## src/rtl/pnct_pkg.sv

```systemverilog
// shared types and constants for the png chunk stream tracker
// no dependencies; imported by every rtl module of the block

package pnct_pkg;

    // location codes as reported on the result beat
    localparam logic [1:0] LOC_SIG  = 2'd0;
    localparam logic [1:0] LOC_HDR  = 2'd1;
    localparam logic [1:0] LOC_DATA = 2'd2;
    localparam logic [1:0] LOC_CRC  = 2'd3;

    // section sizes: last byte positions of a 3-bit counter, and the longest signature
    localparam logic [2:0] HDR_LAST_POS = 3'd7;
    localparam logic [2:0] CRC_LAST_POS = 3'd3;
    localparam logic [3:0] SIG_MAX_LEN  = 4'd8;

    // configuration register indexes
    localparam int unsigned CFG_IDX_W   = 2;
    localparam int unsigned CFG_DATA_W  = 4;
    localparam logic [CFG_IDX_W-1:0] REG_DIRECTION  = 2'd0;
    localparam logic [CFG_IDX_W-1:0] REG_SIG_LENGTH = 2'd1;

    // stream widths
    localparam int unsigned IN_TDATA_W  = 8;
    localparam int unsigned OUT_TDATA_W = 72;
    localparam int unsigned OUT_TUSER_W = 3;

    // place in the stream, one-hot
    typedef enum logic [3:0] {
        PL_SIG  = 4'b0001,
        PL_HDR  = 4'b0010,
        PL_DATA = 4'b0100,
        PL_CRC  = 4'b1000
    } t_place;

    // one tagged byte
    typedef struct packed {
        logic [31:0] chunk_type;
        logic [31:0] chunk_length;
        logic        is_writing;
        logic [1:0]  location;
        logic [7:0]  byte_out;
        logic        section_last;
    } t_result;

endpackage

```

## src/rtl/pnct_tracker.sv

```systemverilog
// chunk framing state of the png chunk stream tracker
// depends on pnct_pkg; state advances once per accepted byte

module pnct_tracker
    import pnct_pkg::*;
(
    input  logic        i_clk,
    input  logic        i_rst_n,
    input  logic        i_accept,
    input  logic [7:0]  i_data_byte,
    input  logic        i_start_stream,
    input  logic        i_direction,
    input  logic [3:0]  i_sig_length,
    output t_result     o_result
);

    t_place      r_place, n_place;
    logic [2:0]  r_byte_count, n_byte_count;
    logic [55:0] r_header, n_header;
    logic [31:0] r_data_remaining, n_data_remaining;
    logic [31:0] r_cur_type, n_cur_type;
    logic [31:0] r_cur_length, n_cur_length;

    t_place      w_place;
    logic [2:0]  w_count;
    logic [3:0]  w_sig_eff;
    logic [63:0] w_hdr_full;
    logic [31:0] w_remain_dec;
    logic        w_last;
    logic [1:0]  w_loc;

    always_comb begin
        w_sig_eff    = (i_sig_length > SIG_MAX_LEN) ? SIG_MAX_LEN : i_sig_length;
        w_hdr_full   = {r_header, i_data_byte};
        w_remain_dec = r_data_remaining - 32'd1;

        // restart, then skip an empty signature
        w_place = i_start_stream ? PL_SIG : r_place;
        w_count = i_start_stream ? 3'd0 : r_byte_count;
        if (w_place == PL_SIG && w_sig_eff == 4'd0) begin
            w_place = PL_HDR;
            w_count = 3'd0;
        end

        n_place          = w_place;
        n_byte_count     = w_count;
        n_header         = r_header;
        n_data_remaining = r_data_remaining;
        n_cur_type       = r_cur_type;
        n_cur_length     = r_cur_length;
        w_last           = 1'b0;
        w_loc            = LOC_SIG;

        unique case (w_place)
            PL_SIG: begin
                w_loc = LOC_SIG;
                if (({1'b0, w_count} + 4'd1) >= w_sig_eff) begin
                    w_last       = 1'b1;
                    n_place      = PL_HDR;
                    n_byte_count = 3'd0;
                end else begin
                    n_byte_count = w_count + 3'd1;
                end
            end
            PL_HDR: begin
                w_loc    = LOC_HDR;
                n_header = w_hdr_full[55:0];
                if (w_count >= HDR_LAST_POS) begin
                    w_last           = 1'b1;
                    n_cur_length     = w_hdr_full[63:32];
                    n_cur_type       = w_hdr_full[31:0];
                    n_data_remaining = w_hdr_full[63:32];
                    n_byte_count     = 3'd0;
                    n_place          = (w_hdr_full[63:32] == 32'd0) ? PL_CRC : PL_DATA;
                end else begin
                    n_byte_count = w_count + 3'd1;
                end
            end
            PL_DATA: begin
                w_loc            = LOC_DATA;
                n_data_remaining = w_remain_dec;
                if (w_remain_dec == 32'd0) begin
                    w_last       = 1'b1;
                    n_place      = PL_CRC;
                    n_byte_count = 3'd0;
                end
            end
            PL_CRC: begin
                w_loc = LOC_CRC;
                if (w_count >= CRC_LAST_POS) begin
                    w_last       = 1'b1;
                    n_place      = PL_HDR;
                    n_byte_count = 3'd0;
                end else begin
                    n_byte_count = w_count + 3'd1;
                end
            end
            default: begin
                w_loc = LOC_SIG;
            end
        endcase

        o_result.byte_out     = i_data_byte;
        o_result.location     = w_loc;
        o_result.is_writing   = i_direction;
        o_result.chunk_length = n_cur_length;
        o_result.chunk_type   = n_cur_type;
        o_result.section_last = w_last;
    end

    always_ff @(posedge i_clk) begin
        if (!i_rst_n) begin
            r_place          <= PL_SIG;
            r_byte_count     <= 3'd0;
            r_data_remaining <= 32'd0;
            r_cur_type       <= 32'd0;
            r_cur_length     <= 32'd0;
        end else if (i_accept) begin
            r_place          <= n_place;
            r_byte_count     <= n_byte_count;
            r_data_remaining <= n_data_remaining;
            r_cur_type       <= n_cur_type;
            r_cur_length     <= n_cur_length;
        end
    end

    // header shift register is overwritten fully before any use
    always_ff @(posedge i_clk) begin
        if (i_accept) begin
            r_header <= n_header;
        end
    end

    a_data_nonzero: assert property (@(posedge i_clk) disable iff (!i_rst_n)
        r_place == PL_DATA |-> r_data_remaining != 32'd0)
        else $error("data place with no bytes remaining");

    a_crc_count: assert property (@(posedge i_clk) disable iff (!i_rst_n)
        r_place == PL_CRC |-> r_byte_count <= CRC_LAST_POS)
        else $error("crc byte count out of range");

endmodule

```

## src/rtl/pnct_out_stage.sv

```systemverilog
// result register with skid entry for the png chunk stream tracker
// depends on pnct_pkg for the result struct

module pnct_out_stage
    import pnct_pkg::*;
(
    input  logic    i_clk,
    input  logic    i_rst_n,
    input  logic    i_valid,
    output logic    o_ready,
    input  t_result i_data,
    output logic    o_valid,
    input  logic    i_ready,
    output t_result o_data
);

    logic    r_main_valid;
    logic    r_skid_valid;
    t_result r_main;
    t_result r_skid;

    assign o_ready = !r_skid_valid;
    assign o_valid = r_main_valid;
    assign o_data  = r_main;

    always_ff @(posedge i_clk) begin
        if (!i_rst_n) begin
            r_main_valid <= 1'b0;
            r_skid_valid <= 1'b0;
        end else if (!r_main_valid || i_ready) begin
            if (r_skid_valid) begin
                r_main_valid <= 1'b1;
                r_skid_valid <= 1'b0;
            end else begin
                r_main_valid <= i_valid;
            end
        end else if (i_valid && !r_skid_valid) begin
            r_skid_valid <= 1'b1;
        end
    end

    always_ff @(posedge i_clk) begin
        if (!r_main_valid || i_ready) begin
            r_main <= r_skid_valid ? r_skid : i_data;
        end else if (i_valid && !r_skid_valid) begin
            r_skid <= i_data;
        end
    end

    a_skid_needs_main: assert property (@(posedge i_clk) disable iff (!i_rst_n)
        r_skid_valid |-> r_main_valid)
        else $error("skid entry filled while main register empty");

    a_skid_drains: assert property (@(posedge i_clk) disable iff (!i_rst_n)
        r_skid_valid && i_ready |=> !r_skid_valid && r_main_valid)
        else $error("skid entry not moved on downstream take");

    a_stall_holds: assert property (@(posedge i_clk) disable iff (!i_rst_n)
        r_main_valid && !i_ready |=> r_main_valid)
        else $error("result lost while stalled");

endmodule

```

## src/rtl/png_chunk_stream_tracker.sv

```systemverilog
// top level of the png chunk stream tracker
// depends on pnct_pkg, pnct_tracker and pnct_out_stage
//
// usage:
//   the slave stream carries one png byte per beat in s_axis_tdata; s_axis_tuser
//   set on a beat restarts tracking at the signature before that byte.
//   the master stream returns exactly one beat per input byte: the byte, its
//   location (signature, chunk header, chunk data, chunk crc), the direction
//   flag, the current chunk length and type, and tlast on the final byte of
//   each section (signature, header, data, crc).
//   the result is registered: a byte accepted at an edge while the receiver keeps
//   up is on the master side after that edge. throughput is one byte per cycle
//   while s_axis_tready is high; the framing state advances for each accepted byte.
//   when the receiver stalls, the result register holds and one more byte
//   lands in a skid entry; s_axis_tready drops only while that entry is full.
//   configuration (direction, signature length) is written through the plain
//   write port while the stream is idle; indexes beyond the list are ignored.
//   synchronous active-low reset returns to the signature place with zero
//   length and type, direction reading and an eight byte signature.

module png_chunk_stream_tracker
    import pnct_pkg::*;
(
    input  logic                    i_clk,
    input  logic                    i_rst_n,
    // configuration write port
    input  logic                    i_cfg_we,
    input  logic [CFG_IDX_W-1:0]    i_cfg_index,
    input  logic [CFG_DATA_W-1:0]   i_cfg_data,
    // byte input stream
    input  logic                    s_axis_tvalid,
    output logic                    s_axis_tready,
    input  logic [IN_TDATA_W-1:0]   s_axis_tdata,   // [7:0] data_byte
    input  logic                    s_axis_tuser,   // [0] start_stream
    // tagged byte output stream
    output logic                    m_axis_tvalid,
    input  logic                    m_axis_tready,
    output logic [OUT_TDATA_W-1:0]  m_axis_tdata,   // [7:0] byte_out, [39:8] chunk_length,
                                                    // [71:40] chunk_type
    output logic [OUT_TUSER_W-1:0]  m_axis_tuser,   // [1:0] location, [2] is_writing
    output logic                    m_axis_tlast    // section_last
);

    logic       r_direction;
    logic [3:0] r_sig_length;

    logic       w_in_accept;
    t_result    w_result;
    t_result    w_out;

    // configuration registers, no read-back
    always_ff @(posedge i_clk) begin
        if (!i_rst_n) begin
            r_direction  <= 1'b0;
            r_sig_length <= SIG_MAX_LEN;
        end else if (i_cfg_we) begin
            unique case (i_cfg_index)
                REG_DIRECTION:  r_direction  <= i_cfg_data[0];
                REG_SIG_LENGTH: r_sig_length <= i_cfg_data[3:0];
                default: begin
                end
            endcase
        end
    end

    assign w_in_accept = s_axis_tvalid && s_axis_tready;

    // framing state and per-byte tagging
    pnct_tracker u_tracker (
        .i_clk          (i_clk),
        .i_rst_n        (i_rst_n),
        .i_accept       (w_in_accept),
        .i_data_byte    (s_axis_tdata[7:0]),
        .i_start_stream (s_axis_tuser),
        .i_direction    (r_direction),
        .i_sig_length   (r_sig_length),
        .o_result       (w_result)
    );

    // result register and skid entry
    pnct_out_stage u_out_stage (
        .i_clk   (i_clk),
        .i_rst_n (i_rst_n),
        .i_valid (s_axis_tvalid),
        .o_ready (s_axis_tready),
        .i_data  (w_result),
        .o_valid (m_axis_tvalid),
        .i_ready (m_axis_tready),
        .o_data  (w_out)
    );

    assign m_axis_tdata = {w_out.chunk_type, w_out.chunk_length, w_out.byte_out};
    assign m_axis_tuser = {w_out.is_writing, w_out.location};
    assign m_axis_tlast = w_out.section_last;

endmodule

```

## config.mk

```make
export PLATFORM = sky130hd
export DESIGN_NAME = png_chunk_stream_tracker
export DESIGN_NICKNAME = d
export VERILOG_FILES = /design/src/rtl/pnct_pkg.sv /design/src/rtl/pnct_tracker.sv /design/src/rtl/pnct_out_stage.sv /design/src/rtl/png_chunk_stream_tracker.sv
export SDC_FILE = /design/constraint.sdc
export NUM_CORES = 1
export LEC_CHECK = 0
export ABC_AREA = 0
export BUFFER_PORTS_ARGS = -buffer_cell sky130_fd_sc_hd__buf_2
export CORE_ASPECT_RATIO = 0.75
export CORE_MARGIN = 2
export CORE_UTILIZATION = 55
export DETAILED_ROUTE_END_ITERATION = 16
export PLACE_DENSITY = 0.72
export SKIP_LAST_GASP = 1
export SYNTH_ARGS = -nofsm -noshare
export SYNTH_HDL_FRONTEND = slang
export SYNTH_SLANG_ARGS = --single-unit
```

## constraint.sdc

```tcl
create_clock -name i_clk -period 8.02 [get_ports i_clk]
set_input_delay 1.203 -clock i_clk [delete_from_list [all_inputs] [get_ports i_clk]]
set_output_delay 1.203 -clock i_clk [all_outputs]
set_load 0.02 [all_outputs]
```

# [Word-level counts from Yosys, hierarchy flattened]
# Cells that the tools add are included.
[totals] reg_bits=318 latchBits=0 ramBits=0 romBits=0 output_inout_bits=78 wordCells=84 mem_count=0
[op_classes] addsub=3 mul=0 div_mod_pow=0 n_lt_le_gt_ge=4 eq_ne=7 shift=0 mux=30 n_bitwise=2 reduce_logical=16
[op_table] cell="$mux 32" n=5
[op_table] cell="$mux 76" n=1
[op_table] cell="$logic_not 32->1" n=2
[op_table] cell="$pmux 32 s2" n=1
[op_table] cell="$mux 4" n=8
[op_table] cell="$sub 32x1->32 const B" n=1
[op_table] cell="$mux 3" n=6
[op_table] cell="$pmux 4 s4" n=1
[op_table] cell="$pmux 3 s4" n=1
[op_table] cell="$eq 4x1->1 const B" n=2
[op_table] cell="$reduce_and 2->1" n=4
[op_table] cell="$pmux 2 s3" n=1
[op_table] cell="$mux 1" n=5
[op_table] cell="$add 3x1->4 const B" n=1
[op_table] cell="$eq 4x2->1 const B" n=1
[op_table] cell="$eq 4x3->1 const B" n=1
[op_table] cell="$eq 4x4->1 const B" n=1
[op_table] cell="$ge 4x4->1" n=1
[op_table] cell="$gt 4x4->1 const B" n=1
[op_table] cell="$logic_not 4->1" n=1
[op_table] cell="$pmux 1 s4" n=1
[op_table] cell="$add 3x1->3 const B" n=1
[op_table] cell="$ge 3x2->1 const B" n=1
[op_table] cell="$ge 3x3->1 const B" n=1
[op_table] cell="other kinds (10)" n=13

# [Longest topological paths before layout]
[depth] depth_word=10 ltp_mapped=14

# [Hierarchy]
# A second synthesis with hierarchy kept.
[hier_totals] cells_unflattened=1145 area_unflattened_um2=13994.7
[modules_own_cells] module="pnct_tracker" instances=1 cells_per_inst=876 area_per_inst_um2=8180.3
[modules_own_cells] module="pnct_out_stage" instances=1 cells_per_inst=245 area_per_inst_um2=5595.4
[modules_own_cells] module="png_chunk_stream_tracker" instances=1 cells_per_inst=24 area_per_inst_um2=219.0

# [Worst setup path before layout]
# Ideal clock, no wire load.
[synth_path] kind="input -> register" start="input m_axis_tready" end="register u_out_stage.r_skid[0] (netlist name) (enable)" t_arrival_ns=6.440 t_required_ns=7.509 slack_ns=1.069 path_stages=2 path_buffers=0 cell_sequence="nand2b_1 -> nor2_1"
[synth_between] elab_chain_len=3
[synth_rtl] element="from (decl)" line_no="png_chunk_stream_tracker.sv:37" rtl="input logic m_axis_tready,"
[synth_rtl] element="$logic_or 1x1->1" line_no="pnct_out_stage.sv:43" rtl="if (!r_main_valid || i_ready) begin"
[synth_rtl] element="$not 1->1 (no source line)"
[synth_rtl] element="$reduce_and 2->1 (no source line)"
[synth_rtl] element="to (signal assigned)" line_no="pnct_out_stage.sv:46" rtl="r_skid <= i_data;"
[synth_rtl] element="to (decl)" line_no="pnct_out_stage.sv:20" rtl="t_result r_skid;"
# Every way passes these cells.
# A chain may end at the register's enable or synchronous reset.

==> impl_metrics.toml <==
[route]
wl_per_cell_um = 19.2
drc = 0
ant_nets = 0
routed_wl_um = 28800
routed_via_density = 5.94
drt_iter0_drc = 846
num_vias = 8893
drt_pass1_iterations = 5

[global_route]
grt_pass1_vias = 8271
grt_usage_pct = 22.8
grt_pass1_wl_um = 46300
antenna_found_initial = 0
grt-ovfl-total = 0
grt_max_degree = 74

[synth]
synth_common_cells = "edfxtp_1, nor2_1, mux2_2"
ys.flop_type = "edfxtp_1"
netlist_top_cells_area = "edfxtp_1, dfxtp_1, mux2_2, nor2_1, nor3_1"
synth.most_common_cell = "edfxtp_1"
syn_area_um2 = 13300
synth_area_per_cell_um2 = 12.1
yosysWarnings = 0
synth_top_area_share_pct = 47.1
yosys_register_bits = 318
async_flop_share_pct = 0
synth_edf_count = 208
yosys.area.top_type = "edfxtp_1"
syn_nets = 1124
yosysSeqAreaShare_pct = 63.7
netlist_instances = 1096
synth_cell_types = 62

[worst_setup_path]
path_class = "in -> reg"
path_cells = "buf_2 -> a31oi_1 -> and2_1 -> ha_1 -> ha_1 -> a41oi_2 -> nor2_4 -> buf_4 -> mux2_2 -> mux2_2"
critPathMaxFanout = 68
crit_family = "buffers and inverters"
crit_slowest_cell = "buf_4"
cp_data_arrival_time_ns = 4.04
endpoint_kind = "flip-flop"
startpoint_type = "primary input"
crit_buf_inv = 2
worst_path_largest_cell_delay_ns = 0.72
required_ns = 8.32

[placed_design]
dpl.cell_count = 1444
place.gp.congestion = 0.875
dp_hpwl_um = 16900
portBuffers = 97

[layout]
multi_input_comb_area_um2 = 4560
nets = 1197
final_layout_size_suffix_gt1_share_pct = 26.8
fillers = 1841
n_antenna_cell = 0
area_growth_pct = 13.6
regArea_um2 = 8450
final_core_util_pct = 63.2
instances_no_fill = 1498

[sta]
final_hold_viol_count = 0
fin_crit_ns = 3.74
slew_violations = 0
rsz0062_at_grt = "no"
slew_headroom_pct = 22.8
fin_crit_sh_pct = 46.6
worst_pin_slew_ns = 1.16
finalSetupViolations = 0
fmax_mhz = 267
fin_skew_ns = 0.0158
tns_ns = 0

[clocking]
clk_pin_slew_ns = 0.07
clock-sinks = 318
clk_path_buf_depth = 3
cts-buffers-inserted = 29
root_buffer = "clkbuf_16"
cts_tree = "done"
cts-resized-gates = 0
ctsHoldBuffers = 0
postCtsSetupBuffers = 0
clkLatencyLatePin_ns = 0.55
htreeDepth = 1

[power_and_ir_drop]
peakVddDrop_mv = 0.218
leakage_nw = 5.84
power_frac_clock_pct = 41.9
intPower_mw = 2.86
seq_power_share_pct = 50.8
comb_power_share_pct = 7.3
pwr_density_cell_nw_per_um2 = 243
switching_power_mw = 0.807
swShare_pct = 22.0

[flow_run]
maxCapViolations = 0

[die]
initial_core_util_pct = 55.7
die_area_um2 = 25400
ios = 98
core_area_um2 = 23800
die_h_um = 139
die_w_um = 183
rows = 49

[run_status]
outcome = "completed"

[hold_path]
min_path_type = "reg -> reg"
[power by group through the flow]
stage	combinational (mW)	clock, mW	sequential (mW)
6_report	0.268	1.54	1.87
5_1_grt	0.293	1.63	1.87
4_1_cts	0.270	1.56	1.87
3_5_place_dp	0.268	0	1.90
3_3_place_gp	0.262	0	1.90
2_1_floorplan	0.137	0	1.94
[metal layers]
metal  track usage (%)  part of all wire [%]  wire (um)
met1              34.6                    47      13500
met2              34.8                    45      12800
met3              4.23                   7.3       2090
met4              4.13                   1.5        422
met5                 0                     0          0
[metrics by stage]
step                      hold slack [ns]  cell area [um^2]  worst slack, ns  power, mW
after global routing                0.448             15100             4.12       3.79
after detailed placement            0.429             14000             3.76       2.17
after CTS                           0.440             15100             4.30       3.70
after floorplan                     0.420             13300             1.07       2.08
final                               0.441             15100             4.28       3.67
after global placement              0.430             14000             3.78       2.16
[cells by family after synthesis]
logic type,synth area share [%]
simple gates,13.8
fa+ha+maj,0.754
xor+xnor,0.462
mux,12.3
buf+inv,2.29
flops,63.7
compound gates,6.73
[registers in the layout, summed over array words and instances, names as in the netlist, 4 cells and up]
name / cells
u_tracker.r_cur_length: 32
u_out_stage.o_data: 76
u_tracker.r_cur_type: 32
r_sig_length: 4
u_tracker.r_data_remaining: 32
u_tracker.r_place: 4
u_out_stage.r_skid: 76
u_tracker.r_header: 56
[cell type report]
| cell class | instances | share of cell area [%] |
|---|---|---|
| timing repair buffer | 108 | 3.77 |
| multi-input combinational | 702 | 30.3 |
| clock buffer | 37 | 5.35 |
| clock inverter | 17 | 1.78 |
| tap | 306 | 2.54 |
| sequential | 318 | 56.0 |
| inverter | 10 | 0.249 |
[path summary, 6_finish.rpt]
path,startpoint,endpoint,slack [ns],depth (start not counted)
worst max-delay path,s_axis_tuser,u_out_stage.o_data[36]$_DFFE_PP_,4.28,10
worst min-delay path,u_tracker.r_header[20]$_DFFE_PP_,u_tracker.r_header[28]$_DFFE_PP_,0.44,0
worst max register to register,u_tracker.r_place[3]$_SDFFE_PN0P_,u_out_stage.o_data[36]$_DFFE_PP_,4.43,10
worst min register to register,u_tracker.r_header[20]$_DFFE_PP_,u_tracker.r_header[28]$_DFFE_PP_,0.44,0
[cell usage in the layout (no fill, tap or decap), drive strengths merged, types with 7 or more instances in the layout]
cell    netlist  layout
ha            8       8
o21ai        45      45
nor4         16      16
nor2        184     184
mux2        140     140
edfxtp      208     208
bufinv        0       7
nand2        53      53
a21oi        47      47
buf          14     108
nand4         8       8
nor3         89      89
clkbuf       52      37
inv           9      11
clkinv        1       7
dfxtp       110     110
nand3        15      15
Power figures use the tool's default switching activity.
